==> config.mk <==
export PLATFORM = sky130hd
export DESIGN_NAME = source_token_scanner
export DESIGN_NICKNAME = d
export VERILOG_FILES = /design/src/rtl/sts_pkg.sv /design/src/rtl/source_token_scanner.sv
export SDC_FILE = /design/constraint.sdc
export NUM_CORES = 1
export LEC_CHECK = 0
export BUFFER_PORTS_ARGS = -buffer_cell sky130_fd_sc_hd__buf_2
export CORE_MARGIN = 3
export CORE_UTILIZATION = 35
export DETAILED_ROUTE_END_ITERATION = 8
export SLEW_MARGIN = 20
export SYNTH_ARGS = -nofsm -noshare
export SYNTH_HDL_FRONTEND = slang
export SYNTH_SLANG_ARGS = --single-unit
export TNS_END_PERCENT = 10
==> constraint.sdc <==
create_clock -name aclk -period 3.7 [get_ports aclk]
set_input_delay 0.37 -clock aclk [delete_from_list [all_inputs] [get_ports aclk]]
set_output_delay 0.37 -clock aclk [all_outputs]
set_load 0.005 [all_outputs]
==> src/rtl/sts_pkg.sv <==
`default_nettype none

package sts_pkg;

    // Width of the position and length counters; they saturate at all ones.
    localparam int POS_BITS = 16;
    localparam int OUT_BITS = 16;

    localparam int PREFIX_DEPTH = 6;
    localparam int PREFIX_IDX_BITS = $clog2(PREFIX_DEPTH);
    localparam int KW_COUNT = 9;

    // Result queue between the scanner and the result port.
    localparam int QDEPTH = 4;
    localparam int QPTR_BITS = $clog2(QDEPTH);
    localparam int QCNT_BITS = $clog2(QDEPTH + 1);

    typedef logic [POS_BITS-1:0] pos_t;

    typedef enum logic [4:0] {
        KIND_EQEQ   = 5'd0,
        KIND_EQLT   = 5'd1,
        KIND_EQGT   = 5'd2,
        KIND_EQNOT  = 5'd3,
        KIND_ASSIGN = 5'd4,
        KIND_NOT    = 5'd5,
        KIND_LT     = 5'd6,
        KIND_GT     = 5'd7,
        KIND_PLUS   = 5'd8,
        KIND_MINUS  = 5'd9,
        KIND_STAR   = 5'd10,
        KIND_SLASH  = 5'd11,
        KIND_LPAREN = 5'd12,
        KIND_RPAREN = 5'd13,
        KIND_LBRACE = 5'd14,
        KIND_RBRACE = 5'd15,
        KIND_SEMI   = 5'd16,
        KIND_COMMA  = 5'd17,
        KIND_DEN    = 5'd18,
        KIND_LET    = 5'd19,
        KIND_BE     = 5'd20,
        KIND_MUT    = 5'd21,
        KIND_TRUE   = 5'd22,
        KIND_FALSE  = 5'd23,
        KIND_RETURN = 5'd24,
        KIND_AND    = 5'd25,
        KIND_OR     = 5'd26,
        KIND_IDENT  = 5'd27,
        KIND_NUMBER = 5'd28,
        KIND_END    = 5'd29
    } kind_t;

    typedef struct packed {
        logic [7:0] char_code;
        logic       end_marker;
    } in_item_t;

    typedef struct packed {
        kind_t               token_kind;
        logic [OUT_BITS-1:0] start_offset;
        logic [OUT_BITS-1:0] token_length;
        logic                last_of_run;
    } out_item_t;

    localparam logic [7:0] CH_EQ     = "=";
    localparam logic [7:0] CH_LT     = "<";
    localparam logic [7:0] CH_GT     = ">";
    localparam logic [7:0] CH_BANG   = "!";
    localparam logic [7:0] CH_PLUS   = "+";
    localparam logic [7:0] CH_MINUS  = "-";
    localparam logic [7:0] CH_STAR   = "*";
    localparam logic [7:0] CH_SLASH  = "/";
    localparam logic [7:0] CH_LPAREN = "(";
    localparam logic [7:0] CH_RPAREN = ")";
    localparam logic [7:0] CH_LBRACE = "{";
    localparam logic [7:0] CH_RBRACE = "}";
    localparam logic [7:0] CH_SEMI   = ";";
    localparam logic [7:0] CH_COMMA  = ",";
    localparam logic [7:0] CH_SPACE  = " ";
    localparam logic [7:0] CH_TAB    = 8'd9;
    localparam logic [7:0] CH_CR     = 8'd13;
    localparam logic [7:0] CH_NUL    = 8'd0;

    typedef logic [PREFIX_DEPTH-1:0][7:0] prefix_t;

    // Keyword text, first character in byte 0.
    localparam prefix_t KW_TEXT [KW_COUNT] = '{
        {CH_NUL, CH_NUL, CH_NUL, 8'("n"), 8'("e"), 8'("d")},
        {CH_NUL, CH_NUL, CH_NUL, 8'("t"), 8'("e"), 8'("l")},
        {CH_NUL, CH_NUL, CH_NUL, CH_NUL, 8'("e"), 8'("b")},
        {CH_NUL, CH_NUL, CH_NUL, 8'("t"), 8'("u"), 8'("m")},
        {CH_NUL, CH_NUL, 8'("e"), 8'("u"), 8'("r"), 8'("t")},
        {CH_NUL, 8'("e"), 8'("s"), 8'("l"), 8'("a"), 8'("f")},
        {8'("n"), 8'("r"), 8'("u"), 8'("t"), 8'("e"), 8'("r")},
        {CH_NUL, CH_NUL, CH_NUL, 8'("d"), 8'("n"), 8'("a")},
        {CH_NUL, CH_NUL, CH_NUL, CH_NUL, 8'("r"), 8'("o")}
    };

    localparam logic [2:0] KW_LEN [KW_COUNT] = '{
        3'd3, 3'd3, 3'd2, 3'd3, 3'd4, 3'd5, 3'd6, 3'd3, 3'd2
    };

    localparam kind_t KW_KIND [KW_COUNT] = '{
        KIND_DEN, KIND_LET, KIND_BE, KIND_MUT, KIND_TRUE, KIND_FALSE,
        KIND_RETURN, KIND_AND, KIND_OR
    };

endpackage

`default_nettype wire

==> src/rtl/source_token_scanner.sv <==
// Source token scanner.
// The input channel (s_valid, s_ready, s_data) takes one source byte per item,
// or an end-of-source item with end_marker set. The result channel (m_valid,
// m_ready, m_data) gives tokens as kind, start offset and length; last_of_run
// marks the last token that one input item caused, and an item gives zero,
// one or two tokens.
// An accepted item is scanned in the same cycle and its tokens are written
// into a four-entry result queue, which is registered, before they reach
// m_data. One item is accepted per cycle as long as the queue has two free
// entries; the result port drains one token per cycle while m_ready is high,
// so a stream that mostly gives one token or none per byte runs at one byte
// per cycle, and each two-token item leaves an extra token for the port.
// When the receiver stalls, the queue fills and s_ready drops until two
// entries are free again; no token is lost or repeated.
// The end item emits any pending token, then an end token at the source
// length, and returns the scanner to its start state for the next source.
// Reset (aresetn low at a clock edge) empties the queue and clears the
// scanner state; the block is ready as soon as reset is released.
`default_nettype none

module source_token_scanner (
    input  wire logic              aclk,
    input  wire logic              aresetn,
    input  wire logic              s_valid,
    output logic                   s_ready,
    input  wire sts_pkg::in_item_t s_data,
    output logic                   m_valid,
    input  wire logic              m_ready,
    output sts_pkg::out_item_t     m_data
);
    import sts_pkg::*;

    typedef enum logic [1:0] {
        MODE_IDLE,
        MODE_EQ,
        MODE_WORD,
        MODE_NUM
    } mode_t;

    localparam pos_t POS_MAX = '1;

    mode_t   mode_reg, mode_next;
    pos_t    byte_pos_reg, byte_pos_next;
    pos_t    tok_start_reg, tok_start_next;
    pos_t    tok_len_reg, tok_len_next;
    prefix_t prefix_reg, prefix_next;

    out_item_t               queue_reg [QDEPTH];
    logic [QPTR_BITS-1:0]    wr_ptr_reg, rd_ptr_reg;
    logic [QCNT_BITS-1:0]    count_reg;

    logic        accept, pop;
    logic        do_flush, sec_valid, run_idle;
    out_item_t   flush_res, sec_res, entry0, entry1;
    logic [1:0]  push_n;
    logic [7:0]  c;
    kind_t       single_kind;
    logic        single_valid;

    function automatic logic is_letter(input logic [7:0] ch);
        return (ch >= 8'("a") && ch <= 8'("z")) || (ch >= 8'("A") && ch <= 8'("Z"));
    endfunction

    function automatic logic is_digit(input logic [7:0] ch);
        return ch >= 8'("0") && ch <= 8'("9");
    endfunction

    function automatic logic is_space(input logic [7:0] ch);
        return ch == CH_SPACE || (ch >= CH_TAB && ch <= CH_CR);
    endfunction

    function automatic pos_t sat_inc(input pos_t v);
        return (v == POS_MAX) ? v : v + POS_BITS'(1);
    endfunction

    function automatic logic [OUT_BITS-1:0] clamp_out(input pos_t v);
        logic [31:0] ext;
        ext = 32'(v);
        return (ext > 32'hFFFF) ? 16'hFFFF : ext[OUT_BITS-1:0];
    endfunction

    // All nine keywords are compared in parallel; only bytes inside the
    // keyword's length are checked, so unwritten prefix bytes never matter.
    function automatic kind_t word_kind(input pos_t len, input prefix_t pre);
        kind_t kind;
        logic  match;
        kind = KIND_IDENT;
        if (len <= POS_BITS'(PREFIX_DEPTH)) begin
            for (int k = 0; k < KW_COUNT; k++) begin
                match = (len == POS_BITS'(KW_LEN[k]));
                for (int i = 0; i < PREFIX_DEPTH; i++) begin
                    if (3'(i) < KW_LEN[k] && pre[i] != KW_TEXT[k][i]) begin
                        match = 1'b0;
                    end
                end
                if (match) begin
                    kind = KW_KIND[k];
                end
            end
        end
        return kind;
    endfunction

    assign c       = s_data.char_code;
    assign s_ready = (count_reg <= QCNT_BITS'(QDEPTH - 2));
    assign accept  = s_valid && s_ready;
    assign m_valid = (count_reg != '0);
    assign pop     = m_valid && m_ready;
    assign m_data  = queue_reg[rd_ptr_reg];

    always_comb begin
        single_valid = 1'b1;
        single_kind  = KIND_NOT;
        case (c)
            CH_BANG:   single_kind = KIND_NOT;
            CH_LT:     single_kind = KIND_LT;
            CH_GT:     single_kind = KIND_GT;
            CH_PLUS:   single_kind = KIND_PLUS;
            CH_MINUS:  single_kind = KIND_MINUS;
            CH_STAR:   single_kind = KIND_STAR;
            CH_SLASH:  single_kind = KIND_SLASH;
            CH_LPAREN: single_kind = KIND_LPAREN;
            CH_RPAREN: single_kind = KIND_RPAREN;
            CH_LBRACE: single_kind = KIND_LBRACE;
            CH_RBRACE: single_kind = KIND_RBRACE;
            CH_SEMI:   single_kind = KIND_SEMI;
            CH_COMMA:  single_kind = KIND_COMMA;
            default:   single_valid = 1'b0;
        endcase
    end

    always_comb begin
        mode_next      = mode_reg;
        byte_pos_next  = byte_pos_reg;
        tok_start_next = tok_start_reg;
        tok_len_next   = tok_len_reg;
        prefix_next    = prefix_reg;
        do_flush       = 1'b0;
        sec_valid      = 1'b0;
        run_idle       = 1'b0;

        // The pending token, as it would be emitted if the current byte ends it.
        flush_res.start_offset = clamp_out(tok_start_reg);
        flush_res.last_of_run  = 1'b0;
        case (mode_reg)
            MODE_EQ: begin
                flush_res.token_kind   = KIND_ASSIGN;
                flush_res.token_length = OUT_BITS'(1);
            end
            MODE_WORD: begin
                flush_res.token_kind   = word_kind(tok_len_reg, prefix_reg);
                flush_res.token_length = clamp_out(tok_len_reg);
            end
            default: begin
                flush_res.token_kind   = KIND_NUMBER;
                flush_res.token_length = clamp_out(tok_len_reg);
            end
        endcase

        sec_res.token_kind   = single_kind;
        sec_res.start_offset = clamp_out(byte_pos_reg);
        sec_res.token_length = OUT_BITS'(1);
        sec_res.last_of_run  = 1'b1;

        if (s_data.end_marker) begin
            do_flush             = (mode_reg != MODE_IDLE);
            sec_valid            = 1'b1;
            sec_res.token_kind   = KIND_END;
            sec_res.token_length = '0;
            mode_next            = MODE_IDLE;
            byte_pos_next        = '0;
            tok_start_next       = '0;
            tok_len_next         = '0;
        end else begin
            byte_pos_next = sat_inc(byte_pos_reg);
            case (mode_reg)
                MODE_EQ: begin
                    if (c == CH_EQ || c == CH_LT || c == CH_GT || c == CH_BANG) begin
                        sec_valid            = 1'b1;
                        sec_res.start_offset = clamp_out(tok_start_reg);
                        sec_res.token_length = OUT_BITS'(2);
                        mode_next            = MODE_IDLE;
                        case (c)
                            CH_EQ:   sec_res.token_kind = KIND_EQEQ;
                            CH_LT:   sec_res.token_kind = KIND_EQLT;
                            CH_GT:   sec_res.token_kind = KIND_EQGT;
                            default: sec_res.token_kind = KIND_EQNOT;
                        endcase
                    end else begin
                        do_flush = 1'b1;
                        run_idle = 1'b1;
                    end
                end
                MODE_WORD: begin
                    if (is_letter(c) || is_digit(c)) begin
                        if (tok_len_reg < POS_BITS'(PREFIX_DEPTH)) begin
                            prefix_next[tok_len_reg[PREFIX_IDX_BITS-1:0]] = c;
                        end
                        tok_len_next = sat_inc(tok_len_reg);
                    end else begin
                        do_flush = 1'b1;
                        run_idle = 1'b1;
                    end
                end
                MODE_NUM: begin
                    if (is_digit(c)) begin
                        tok_len_next = sat_inc(tok_len_reg);
                    end else begin
                        do_flush = 1'b1;
                        run_idle = 1'b1;
                    end
                end
                default: begin
                    run_idle = 1'b1;
                end
            endcase

            // The byte starts fresh: it may open a new token or give one at once.
            if (run_idle) begin
                mode_next = MODE_IDLE;
                if (is_space(c)) begin
                    mode_next = MODE_IDLE;
                end else if (c == CH_EQ) begin
                    mode_next      = MODE_EQ;
                    tok_start_next = byte_pos_reg;
                end else if (single_valid) begin
                    sec_valid = 1'b1;
                end else if (is_letter(c)) begin
                    mode_next      = MODE_WORD;
                    tok_start_next = byte_pos_reg;
                    prefix_next[0] = c;
                    tok_len_next   = POS_BITS'(1);
                end else if (is_digit(c)) begin
                    mode_next      = MODE_NUM;
                    tok_start_next = byte_pos_reg;
                    tok_len_next   = POS_BITS'(1);
                end
            end
        end

        push_n = 2'(do_flush) + 2'(sec_valid);
        entry1 = sec_res;
        if (do_flush) begin
            entry0             = flush_res;
            entry0.last_of_run = !sec_valid;
        end else begin
            entry0 = sec_res;
        end
    end

    always_ff @(posedge aclk) begin
        if (!aresetn) begin
            mode_reg      <= MODE_IDLE;
            byte_pos_reg  <= '0;
            tok_start_reg <= '0;
            tok_len_reg   <= '0;
            wr_ptr_reg    <= '0;
            rd_ptr_reg    <= '0;
            count_reg     <= '0;
        end else begin
            if (accept) begin
                mode_reg      <= mode_next;
                byte_pos_reg  <= byte_pos_next;
                tok_start_reg <= tok_start_next;
                tok_len_reg   <= tok_len_next;
                wr_ptr_reg    <= wr_ptr_reg + QPTR_BITS'(push_n);
            end
            if (pop) begin
                rd_ptr_reg <= rd_ptr_reg + QPTR_BITS'(1);
            end
            count_reg <= count_reg + QCNT_BITS'(accept ? push_n : 2'd0) - QCNT_BITS'(pop);
        end
    end

    always_ff @(posedge aclk) begin
        if (accept) begin
            prefix_reg <= prefix_next;
            if (push_n != 2'd0) begin
                queue_reg[wr_ptr_reg] <= entry0;
            end
            if (push_n == 2'd2) begin
                queue_reg[wr_ptr_reg + QPTR_BITS'(1)] <= entry1;
            end
        end
    end

    assert property (@(posedge aclk) disable iff (!aresetn)
        count_reg <= QCNT_BITS'(QDEPTH))
        else $error("result queue count exceeds its depth");

    assert property (@(posedge aclk) disable iff (!aresetn)
        (accept && s_data.end_marker) |=>
            (mode_reg == MODE_IDLE && byte_pos_reg == '0 && count_reg != '0))
        else $error("end item did not restart the scanner or queue its end token");

    assert property (@(posedge aclk) disable iff (!aresetn)
        (m_valid && m_data.token_kind == KIND_END) |->
            (m_data.token_length == '0 && m_data.last_of_run))
        else $error("end token with nonzero length or not last of its item");

    assert property (@(posedge aclk) disable iff (!aresetn)
        (accept && !s_data.end_marker && mode_reg != MODE_IDLE) |=>
            (byte_pos_reg != '0))
        else $error("byte position failed to advance inside a token");

endmodule

`default_nettype wire

# [After elaboration in Yosys (flattened, before gate mapping)]
# Memories as Yosys holds them, arrays and structs flattened. A register that Yosys moved wholly into a read port is not among the register bits.
# Index checks and enable logic that the tools add are counted.
[op_classes] addsub=8 mul=0 div_mod_pow=0 n_lt_le_gt_ge=13 n_eq_ne=54 n_shift=0 n_mux=133 bitwise=1 reduce_logical=27
[ops] operator="$mux W16" n=22
[ops] operator="$ne A8 B7 Y1 const B" n=25
[ops] operator="$eq A8 B6 Y1 const B" n=13
[ops] operator="$mux W37" n=2
[ops] operator="$mux W8" n=9
[ops] operator="$mux W1" n=68
[ops] operator="$pmux W5 S12" n=1
[ops] operator="$mux W5" n=10
[ops] operator="$bwmux W48" n=1
[ops] operator="$eq A16 B3 Y1 const B" n=3
[ops] operator="$mux W38" n=1
[ops] operator="$add A16 B1 Y16 const B" n=2
[ops] operator="$eq A16 B16 Y1 const B" n=2
[ops] operator="$eq A16 B2 Y1 const B" n=2
[ops] operator="$pmux W16 S2" n=1
[ops] operator="$demux W8 S3" n=1
[ops] operator="$mux W2" n=12
[ops] operator="$eq A8 B7 Y1 const B" n=2
[ops] operator="$ge A8 B7 Y1 const B" n=2
[ops] operator="$le A16 B3 Y1 const B" n=1
[ops] operator="$le A8 B7 Y1 const B" n=2
[ops] operator="$lt A16 B3 Y1 const B" n=1
[ops] operator="$reduce_or A13 Y1" n=1
[ops] operator="$pmux W5 S2" n=1
[ops] operator="other kinds (29)" n=51
[totals] register_bits=105 latch_bits=0 mem_bits_rw=152 rom_bits=0 inputBits=13 mem_count=1
[memory_table] memory="queue_reg" words=4 width=38 rd=1 rd_ports_with_merged_regs=1 write_ports=2 line="source_token_scanner.sv:48" text="out_item_t queue_reg [QDEPTH];"

# [Logic depth before layout (Yosys ltp)]
# Gate-level depths: netlist of run 1.
[depth] ltp_word=18 mapped_depth=18 ltp_nobuf=18

# [Worst setup path before layout of run 1]
# OpenSTA, ideal clock, no wires.
[synth_timing] kind="input to register" from="input port s_data[3] in the netlist's numbering" to="memory queue_reg[3][17] in the netlist's numbering (enable)" setup_time_ns=0.364 t_arrival_ns=3.369 slack_ns=-0.033 stages=13 n_path_buf=2 cell_sequence="buf_6 > or4b_4 > a221o_1 > a21oi_1 > nand2_1 > nand2_1 > nor2_1 > or2_2 > ha_1 > buf_1 > nor3b_1 > nor2_1 > inv_1"
[synth_lines] element="start, declared" line="source_token_scanner.sv:26" text="input wire sts_pkg::in_item_t s_data,"
[synth_lines] element="end, declared" line="source_token_scanner.sv:48"

==> flow_summary_export.csv, run 1 <==
group,metric,value,unit
outcome,status,"completed",
routing,antenna_left,0,
synth,syn_nets,1070,
layout,fin_nets,1145,
sta,finalSetupViolCount,0,
layout,antenna_cells,0,
routing,wl,33.7,mm
routing,drc,0,
critical_path,worst-path-buf-inv,1,
sta,max_freq,290,MHz
synth,syn_avg_cell_area,12.0,sq um
clock_network,numCtsBuffers,28,
power,total_switching_power,1850,uW
sta,worst_slack,0.252,ns
sta,tns,0,ns
die,core,0.0348,sq mm
critical_path,worstReg2RegStart,"mode_reg[0]",
job,maxCapViolCount,0,
layout,drive_gt1_share,23.2,%
sta,skew,0.0220,ns
critical_path,crit_path_end_kind,"flip-flop",
critical_path,max_stage_delay,0.86,ns
place,postPlaceCellArea,0.0135,sq mm
critical_path,start_kind,"flip-flop",
power,power.internal,5300,uW
sta,finalHoldViolations,0,
critical_path,crit_fanout,16,
routing,wire_per_inst,21.1,um
clock_network,path_clk_slew,0.06,ns
critical_path,cp_cell_sequence,"inv_1, ha_1, or2_2, o211ai_1, nand2_1, nand2_1, nor2_1, nor2_1, ha_1, nor2_1, and3_1, nand2_1, a21oi_2, a32o_1",
die,die_x,194,um
synth,synth_top_flop_cell,"edfxtp_1",
grt,grt.overflow.total,0,
synth,yosys_warnings,0,
critical_path,endpoint,"queue_reg[3][17]",
min_path,hp-class,"primary input to flip-flop",
synth,synth_cells,1040,
layout,areaGrowthSynthToFinish,16.8,%
routing,vias_per_cell,5.90,
critical_path,cp_slowest_cell,"a21oi_2",
layout,largest_register_ffs,152,
place,place_congestion,0.892,
synth,synth_mux_area_share,7.76,%
die,ioPinCount,53,
synth,synth_compound_gate_area_share,19.2,%
sta,post-route-period-util,93.2,%
synth,yosysSeqAreaShare,53.0,%
routing,firstDrtPassIters,5,
synth,synth_edf_count,140,
synth,synth_fa_ha_area_share,1.77,%
critical_path,critical-path-top-delay-family,"compound AO/OA/AOI/OAI gates",
power,cellPowerDensity,492,mW/mm^2
clock_network,h-tree-depth,1,
grt,antenna_found_initial,0,
power,p_clk_share,40.0,%
sta,min_period,3.45,ns
power,combPwrFrac,15.1,%
layout,final_util,41.7,%
die,initial_core_util,35.7,%
grt,grt_pass1_vias,9227,
clock_network,tritoncts,"yes",
clock_network,clock_sinks,259,
synth,yosys.area_share.simple,12.8,%
power,p_leak,0.00494,uW
place,place_hpwl,22.4,mm
power,swShare,25.9,%
grt,grtUsageTotal,17.5,%
clock_network,clk_latency,0.56,ns
die,rows,68,
synth,synth_top_family_by_area,"compound AO/OA/AOI/OAI gates",
synth,async_reset_ff_share,0,%
grt,grt_pass1_wl,54.0,mm
sta,slew_violations,0,
synth,synth_xor_xnor_area_share,1.41,%
grt,grt_start_max_net_pins,42,
sta,slew_headroom,24.2,%
synth,ys_ff_latch,259,
die,fp.dieH,194,um
clock_network,ctsLongestPathBuffers,3,
clock_network,cts_root_buf,"clkbuf_16",
sta,tightest_slew,1.14,ns
synth,syn-cell-area,0.0124,sq mm
critical_path,cp.depth,14,
critical_path,cp-startpoint,"mode_reg[0]",
place,place.port_buffers,52,
critical_path,r2r_slack,0.25,ns
critical_path,reg2reg_to,"queue_reg[3][17]",
place,place_ws,-0.0444,ns
synth,synth_cell_types,85,
power,sequentialPowerShare,44.9,%
critical_path,critPathArrivalTime,3.85,ns
die,die_area,0.0378,sq mm
power,ir_worst_vdd,0.282,mV
routing,drt_first_iter_violations,956,
sta,rsz0062_at_grt,"no",
critical_path,crit_type,"flip-flop to flip-flop",
critical_path,r2r_cells,14,
routing,via_count,9387,
layout,design_area,0.0145,sq mm
critical_path,required,4.10,ns
## logic make-up (layout without fill, tap and decap cells)
kind of cell / count (synthesis) / in the layout
compound gates: 293 / 293
fa+ha+maj: 17 / 17
xor+xnor: 20 / 20
buf+inv: 113 / 210
mux: 48 / 48
simple gates: 290 / 290
flops: 259 / 259
## Yosys cell counts, types with 12 or more instances
master | instances | share of area (%)
ha_1 | 16 | 1.6
nor2_1 | 74 | 2.2
nor4_1 | 14 | 0.70
nand3_1 | 25 | 1.0
edfxtp_1 | 140 | 34
dfxtp_1 | 119 | 19
nand4_1 | 19 | 0.96
nand2_1 | 45 | 1.4
and2_1 | 12 | 0.60
buf_2 | 16 | 0.64
o22ai_1 | 21 | 1.1
a22o_1 | 77 | 5.4
clkbuf_1 | 53 | 1.6
inv_1 | 25 | 0.75
nor3_1 | 17 | 0.68
a32o_1 | 64 | 5.2
mux4_2 | 38 | 6.9
o21ai_0 | 17 | 0.68
a21oi_1 | 32 | 1.3
## cells in the final DEF (no fill, tap or decap), drive strengths merged, types with 5 or more instances in the layout
cell type  instances
a32o              64
mux4              38
a22o              77
clkinv             8
clkinvlp           5
or3                7
o21a               5
nor3              17
nand2             46
o32ai              5
nor2b              6
nand3b             7
buf              131
and2              12
nor4              14
mux2               7
a21oi             37
o22ai             21
a21o               5
and4               8
a31oi              6
nand3             25
edfxtp           140
nand2b             6
xor2              11
nor2              76
o21ai             27
nand4             19
xnor2              9
clkbuf            40
nor4b              6
dfxtp            119
ha                16
and3              11
inv               25
## timing repair
| action | 4_1_cts | 5_1_grt |
|---|---|---|
| setup endpoints to repair | 0 | 3 |
| gates resized for setup | 0 | 2 |
| setup buffers | 0 | 0 |
| hold buffers | 0 | 0 |
## how the worst min path moves through the flow
| stage | startpoint | endpoint | slack, ns | depth (start not counted) |
|---|---|---|---|---|
| 2_1_floorplan | queue_reg[0][0] | queue_reg[0][0] | 0.43 | 1 |
| 4_1_cts | s_data[3] | prefix_reg[42] | 0.17 | 2 |
| 3_3_place_gp | queue_reg[0][11] | queue_reg[0][11] | 0.45 | 1 |
| 3_5_place_dp | queue_reg[0][5] | queue_reg[0][5] | 0.46 | 1 |
| 6_report | s_data[3] | prefix_reg[42] | 0.18 | 2 |
| 5_1_grt | s_data[3] | prefix_reg[18] | 0.17 | 2 |
## through the flow
step / hold WS [ns] / total power [uW] / instances
finish: 0.181 / 7150 / 1592
CTS: 0.166 / 7220 / 1592
detailed placement: 0.459 / 4370 / 1540
global route: 0.173 / 7440 / 1592
floorplan: 0.432 / 3930 / 1040
global placement: 0.451 / 4350 / 1540
## cell type report
class                           instances  area, sq um
Clock buffer                           40          858
Inverter                               27          118
Multi-Input combinational cell        668         5380
Sequential cell                       259         6590
Timing Repair Buffer                  131          891
Fill cell                            3246        20300
Clock inverter                         12          118
Tap cell                              455          569
## power by group through the flow
stage               sequential, uW  combinational [uW]  clock, uW
floorplan                     3220                 711          0
CTS                           3210                1100       2910
detailed placement            3270                1090          0
global route                  3220                1180       3030
global placement              3270                1090          0
finish                        3210                1080       2860
## per-layer routing
metal | track usage (%) | share of wire (%)
met5 | 0 | 0
met4 | 4.47 | 2.2
met3 | 2.20 | 6.4
met2 | 26.8 | 45
met1 | 26.2 | 47
(Power assumes the default switching activity.)
==> run 2, diff against run 1 <==
- CAP_MARGIN: not set -> 20
- PLACE_DENSITY: not set -> 0.52
==> run 2 against run 1 <==
- worst setup slack better by 0.070 ns
- fmax is 2.1% higher
- critical path depth is 1 lower
- via count is 0.19% higher
- first-iteration DRC count is 11% lower
- highest routed layer unchanged
==> flow_summary_export.csv, run 2 (synthesized netlist as in run 1, its figures left out) <==
group,metric,value,unit
layout,final_util,42.1,%
power,cellPowerDensity,496,mW/mm^2
grt,grtUsageTotal,18.7,%
clock_network,numCtsBuffers,30,
clock_network,tritoncts,"yes",
clock_network,cts_setup_buffers,0,
clock_network,clk_latency,0.56,ns
clock_network,cts_root_buf,"clkbuf_16",
grt,grt_pass1_vias,9379,
layout,final_cell_mix,"140 x edfxtp_1, 117 x dfxtp_1, 87 x buf_4",
place,place_hpwl,23.3,mm
min_path,hp-class,"primary input to flip-flop",
critical_path,start_kind,"flip-flop",
sta,slew_headroom,27.6,%
sta,worst_slack,0.322,ns
die,fp.dieH,194,um
routing,via_count,9405,
critical_path,path_common_cell,"nand2_1",
sta,post-route-period-util,91.3,%
grt,grt_pass1_wl,56.8,mm
critical_path,crit_fanout,16,
sta,finalSetupViolCount,0,
power,p_leak,0.00502,uW
routing,drt_first_iter_violations,847,
critical_path,critPathArrivalTime,3.79,ns
sta,min_period,3.38,ns
layout,fin_nets,1160,
clock_network,ctsLongestPathBuffers,3,
layout,areaGrowthSynthToFinish,17.8,%
critical_path,crit_path_end_kind,"flip-flop",
grt,grt_busiest_layer,"met2",
critical_path,required,4.11,ns
grt,antenna_found_initial,0,
job,maxCapViolCount,0,
sta,rsz0062_at_grt,"no",
power,ir_worst_vdd,0.315,mV
grt,grt_start_max_net_pins,42,
layout,antenna_cells,0,
clock_network,h-tree-depth,1,
grt,grt_use_met3,2.77,%
clock_network,clock_sinks,259,
clock_network,hold_buffers,0,
routing,wl,36.0,mm
sta,slew_violations,0,
grt,grt.overflow.total,0,
place,place_ws,-0.136,ns
place,postPlaceCellArea,0.0136,sq mm
sta,max_freq,296,MHz
place,place.port_buffers,52,
layout,fillerInstances,3264,
critical_path,max_stage_delay,0.83,ns
die,ioPinCount,53,
layout,design_area,0.0147,sq mm
critical_path,crit_type,"flip-flop to flip-flop",
layout,largest_register_ffs,152,
place,place_congestion,0.840,
die,rows,68,
sta,fin_worst_hold_slack,0.139,ns
routing,antenna_left,0,
die,die_x,194,um
sta,skew,0.0145,ns
outcome,status,"completed",
critical_path,cp_cell_sequence,"inv_1, ha_1, a21oi_1, nand2_1, nand2_1, nor2_1, nor2_1, ha_1, nor3_1, buf_4, nand2_1, a21oi_2, a32o_1",
routing,vias_per_cell,5.85,
layout,drive_gt1_share,23.5,%
routing,wire_per_inst,22.4,um
routing,firstDrtPassIters,5,
critical_path,cp_slowest_cell,"a21oi_2",
grt,use_met2,29.1,%
sta,finalHoldViolations,0,
sta,tightest_slew,1.09,ns
die,initial_core_util,35.7,%
clock_network,path_clk_slew,0.06,ns
layout,final_common_cell,"edfxtp_1",
die,die_area,0.0378,sq mm
grt,use_met1,27.8,%
die,core,0.0348,sq mm
routing,drc,0,
-- run 2: cell types whose count changed in the layout (fill, tap and decap cells not counted), sizes merged --
cell,previous run,this run
clkinv,8,11
bufinv,1,3
clkinvlp,5,4
buf,131,144
-- run 2: worst max-delay path, delay by kind of cell (launching register included) --
| family | cells | cell delay [ns] |
|---|---|---|
| compound gates | 3 | 1.23 |
| simple gates | 6 | 0.73 |
| fa+ha+maj | 2 | 0.67 |
| flops | 1 | 0.34 |
| buf+inv | 2 | 0.24 |
-- run 2: final cells by class --
type,count,area (sq um),share of cell area (%)
clock buffer,40,830,5.66
inverter,27,118,0.803
tap,455,569,3.89
clock inverter,16,158,1.08
multi-input combinational,668,5370,36.7
sequential,259,6590,45.0
timing repair buffer,144,1010,6.92
-- run 2: routing by layer --
metal | share of wire, % | up-vias
li1 | - | 4341
met1 | 47 | 4746
met2 | 45 | 280
met3 | 6.1 | 38
met4 | 1.5 | 0
met5 | 0 | -
-- run 2: worst paths after layout --
| check | start | cells past startpoint | end | slack (ns) |
|---|---|---|---|---|
| max | mode_reg[1] | 13 | queue_reg[2][27] | 0.32 |
| min | s_data[4] | 2 | prefix_reg[43] | 0.14 |
| max reg2reg | mode_reg[1] | 13 | queue_reg[2][27] | 0.32 |
| min reg2reg | queue_reg[0][6] | 1 | queue_reg[0][6] | 0.47 |
-- run 2: report_power, final --
group | internal (uW) | switching [uW] | total, uW
Sequential | 3130 | 83.1 | 3210
Clock | 1780 | 1190 | 2960
Combinational | 481 | 616 | 1100
-- run 2: what timing repair did --
action / in CTS / in global routing
endpoints found under the hold margin: 0 / 0
resized for setup: 0 / 1
endpoints found under the setup margin: 0 / 7
-- run 2: stage by stage --
stage | std cells | TNS [ns] | power [uW]
3_5_place_dp | 1553 | -3.56 | 4380
4_1_cts | 1609 | 0 | 7340
5_1_grt | 1609 | 0 | 7560
2_1_floorplan | 1040 | -0.329 | 3930
3_3_place_gp | 1553 | -2.58 | 4380
6_report | 1609 | 0 | 7270
==> run 3, diff against run 2 <==
- PLACE_DENSITY: 0.52 -> 0.5
- clock period: 3.7 -> 3.8 ns (I/O delays scaled with it)
==> run 3 against run 2 <==
- first-iteration DRC count shrank 14%
- combinational power down 5%
- total power fell by 0.95%
- clock skew is 0.0052 ns lower
- core utilization is 0.33 points lower
- non-clock buffer count is 16 lower
- critical path depth is 2 higher
- worst setup slack better by 0.033 ns
- clock power is 2% higher
- hold slack got worse by 0.015 ns
- routed wire length fell by 1.9%
- design area decreased by 0.78%
==> flow_summary_export.csv, run 3 (synthesized netlist as in run 1, its figures left out) <==
group,metric,value,unit
critical_path,crit_path_end_kind,"flip-flop",
critical_path,crit_type,"flip-flop to flip-flop",
clock_network,hold_buffers,0,
routing,drt-met1-wl,16.7,mm
routing,drt_first_iter_violations,726,
sta,slew_violations,0,
routing,firstDrtPassIters,5,
grt,grtUsageTotal,18.4,%
routing,top_layer_used,"met4",
layout,largest_register_ffs,152,
sta,max_freq,290,MHz
power,swShare,25.5,%
power,sequentialPowerShare,43.6,%
layout,antenna_cells,0,
layout,drive_gt1_share,22.6,%
sta,rsz0062_at_grt,"no",
clock_network,numCtsBuffers,29,
layout,fin_nets,1143,
power,power.internal,5370,uW
routing,via_count,9300,
grt,grt_start_max_net_pins,65,
layout,final_common_cell,"edfxtp_1",
sta,min_period,3.44,ns
die,die_x,194,um
sta,finalSetupViolCount,0,
die,initial_core_util,35.7,%
routing,met2_length,15.9,mm
place,place.port_buffers,52,
power,combPwrFrac,14.6,%
clock_network,clock_sinks,259,
clock_network,ctsLongestPathBuffers,3,
place,place_hpwl,23.7,mm
clock_network,cts.repair.resized,0,
clock_network,cts_setup_buffers,0,
die,die_area,0.0378,sq mm
critical_path,required,4.19,ns
layout,areaGrowthSynthToFinish,16.9,%
power,p_clk_share,41.8,%
clock_network,clk_latency,0.56,ns
routing,antenna_left,0,
die,fp.dieH,194,um
power,p_leak,0.00500,uW
min_path,hp-class,"primary input to flip-flop",
routing,wl,35.3,mm
clock_network,h-tree-depth,1,
routing,wire_per_inst,22.2,um
place,place_congestion,0.875,
sta,post-route-period-util,90.7,%
grt,grt_pass1_vias,9239,
power,cellPowerDensity,495,mW/mm^2
sta,tns,0,ns
job,maxCapViolCount,0,
power,ir_worst_vdd,0.389,mV
sta,finalHoldViolations,0,
layout,final_cell_mix,"140 x edfxtp_1, 117 x dfxtp_1, 77 x a22o_1",
sta,tightest_slew,1.11,ns
die,ioPinCount,53,
die,core,0.0348,sq mm
grt,antenna_found_initial,0,
clock_network,path_clk_slew,0.06,ns
die,rows,68,
outcome,status,"completed",
power,total_switching_power,1830,uW
routing,wl_met3,1.97,mm
clock_network,tritoncts,"yes",
clock_network,cts_root_buf,"clkbuf_16",
grt,grt_pass1_wl,55.7,mm
routing,vias_per_cell,5.85,
critical_path,critPathArrivalTime,3.83,ns
routing,drc,0,
grt,grt.overflow.total,0,
place,postPlaceCellArea,0.0135,sq mm
layout,design_area,0.0145,sq mm
critical_path,crit_fanout,17,
sta,slew_headroom,25.7,%
sta,skew,0.00934,ns
critical_path,start_kind,"flip-flop",
## run 3: power by group through the flow
stage	Clock, uW	Sequential (uW)	Combinational [uW]
3_3_place_gp	0	3200	1060
4_1_cts	3080	3140	1070
5_1_grt	3190	3150	1150
2_1_floorplan	0	3140	691
3_5_place_dp	0	3200	1070
6_report	3010	3140	1050
## run 3: area by class of cell
| class | count | area, sq um |
|---|---|---|
| Fill cell | 3264 | 20300 |
| Sequential cell | 259 | 6590 |
| Multi-Input combinational cell | 668 | 5360 |
| Timing Repair Buffer | 128 | 868 |
| Clock buffer | 36 | 805 |
| Tap cell | 455 | 569 |
| Clock inverter | 17 | 240 |
| Inverter | 27 | 106 |
## run 3: critical path, cell delays in order, from the launching register on
cell and delay, ns:
dfxtp_1 0.34, inv_1 0.09, ha_1 0.30, or2_2 0.18, o211ai_1 0.12, nand2_1 0.11, nand2_1 0.07, nor2_1 0.17
nor2_1 0.06, ha_1 0.24, nor2_1 0.15, buf_4 0.15, nand3_1 0.12, o21ai_2 0.85, inv_1 0.15, o22ai_1 0.19
## run 3: worst paths after layout
kind / end / from / slack [ns] / depth (start not counted)
worst max-delay path: queue_reg[3][33] / mode_reg[0] / 0.36 / 15
worst min-delay path: prefix_reg[35] / s_data[4] / 0.12 / 1
worst max register to register: queue_reg[3][33] / mode_reg[0] / 0.36 / 15
worst min register to register: queue_reg[0][6] / queue_reg[0][6] / 0.47 / 1
## run 3: per-layer routing
metal,up-vias,GRT usage [%]
met4,0,4.10
met5,-,0
met2,300,28.5
met3,50,3.00
li1,4312,-
met1,4638,27.1
## run 3: stage by stage
stage / std cells / total power [uW] / hold WS, ns / util [%] / setup WS, ns
6_report: 1590 / 7200 / 0.124 / 41.8 / 0.355
5_1_grt: 1590 / 7500 / 0.133 / 41.8 / 0.0849
3_5_place_dp: 1537 / 4260 / 0.456 / 38.7 / 0.0255
3_3_place_gp: 1537 / 4260 / 0.453 / 38.7 / 0.0823
4_1_cts: 1590 / 7290 / 0.0959 / 41.8 / 0.370
2_1_floorplan: 1040 / 3830 / 0.432 / - / 0.0569
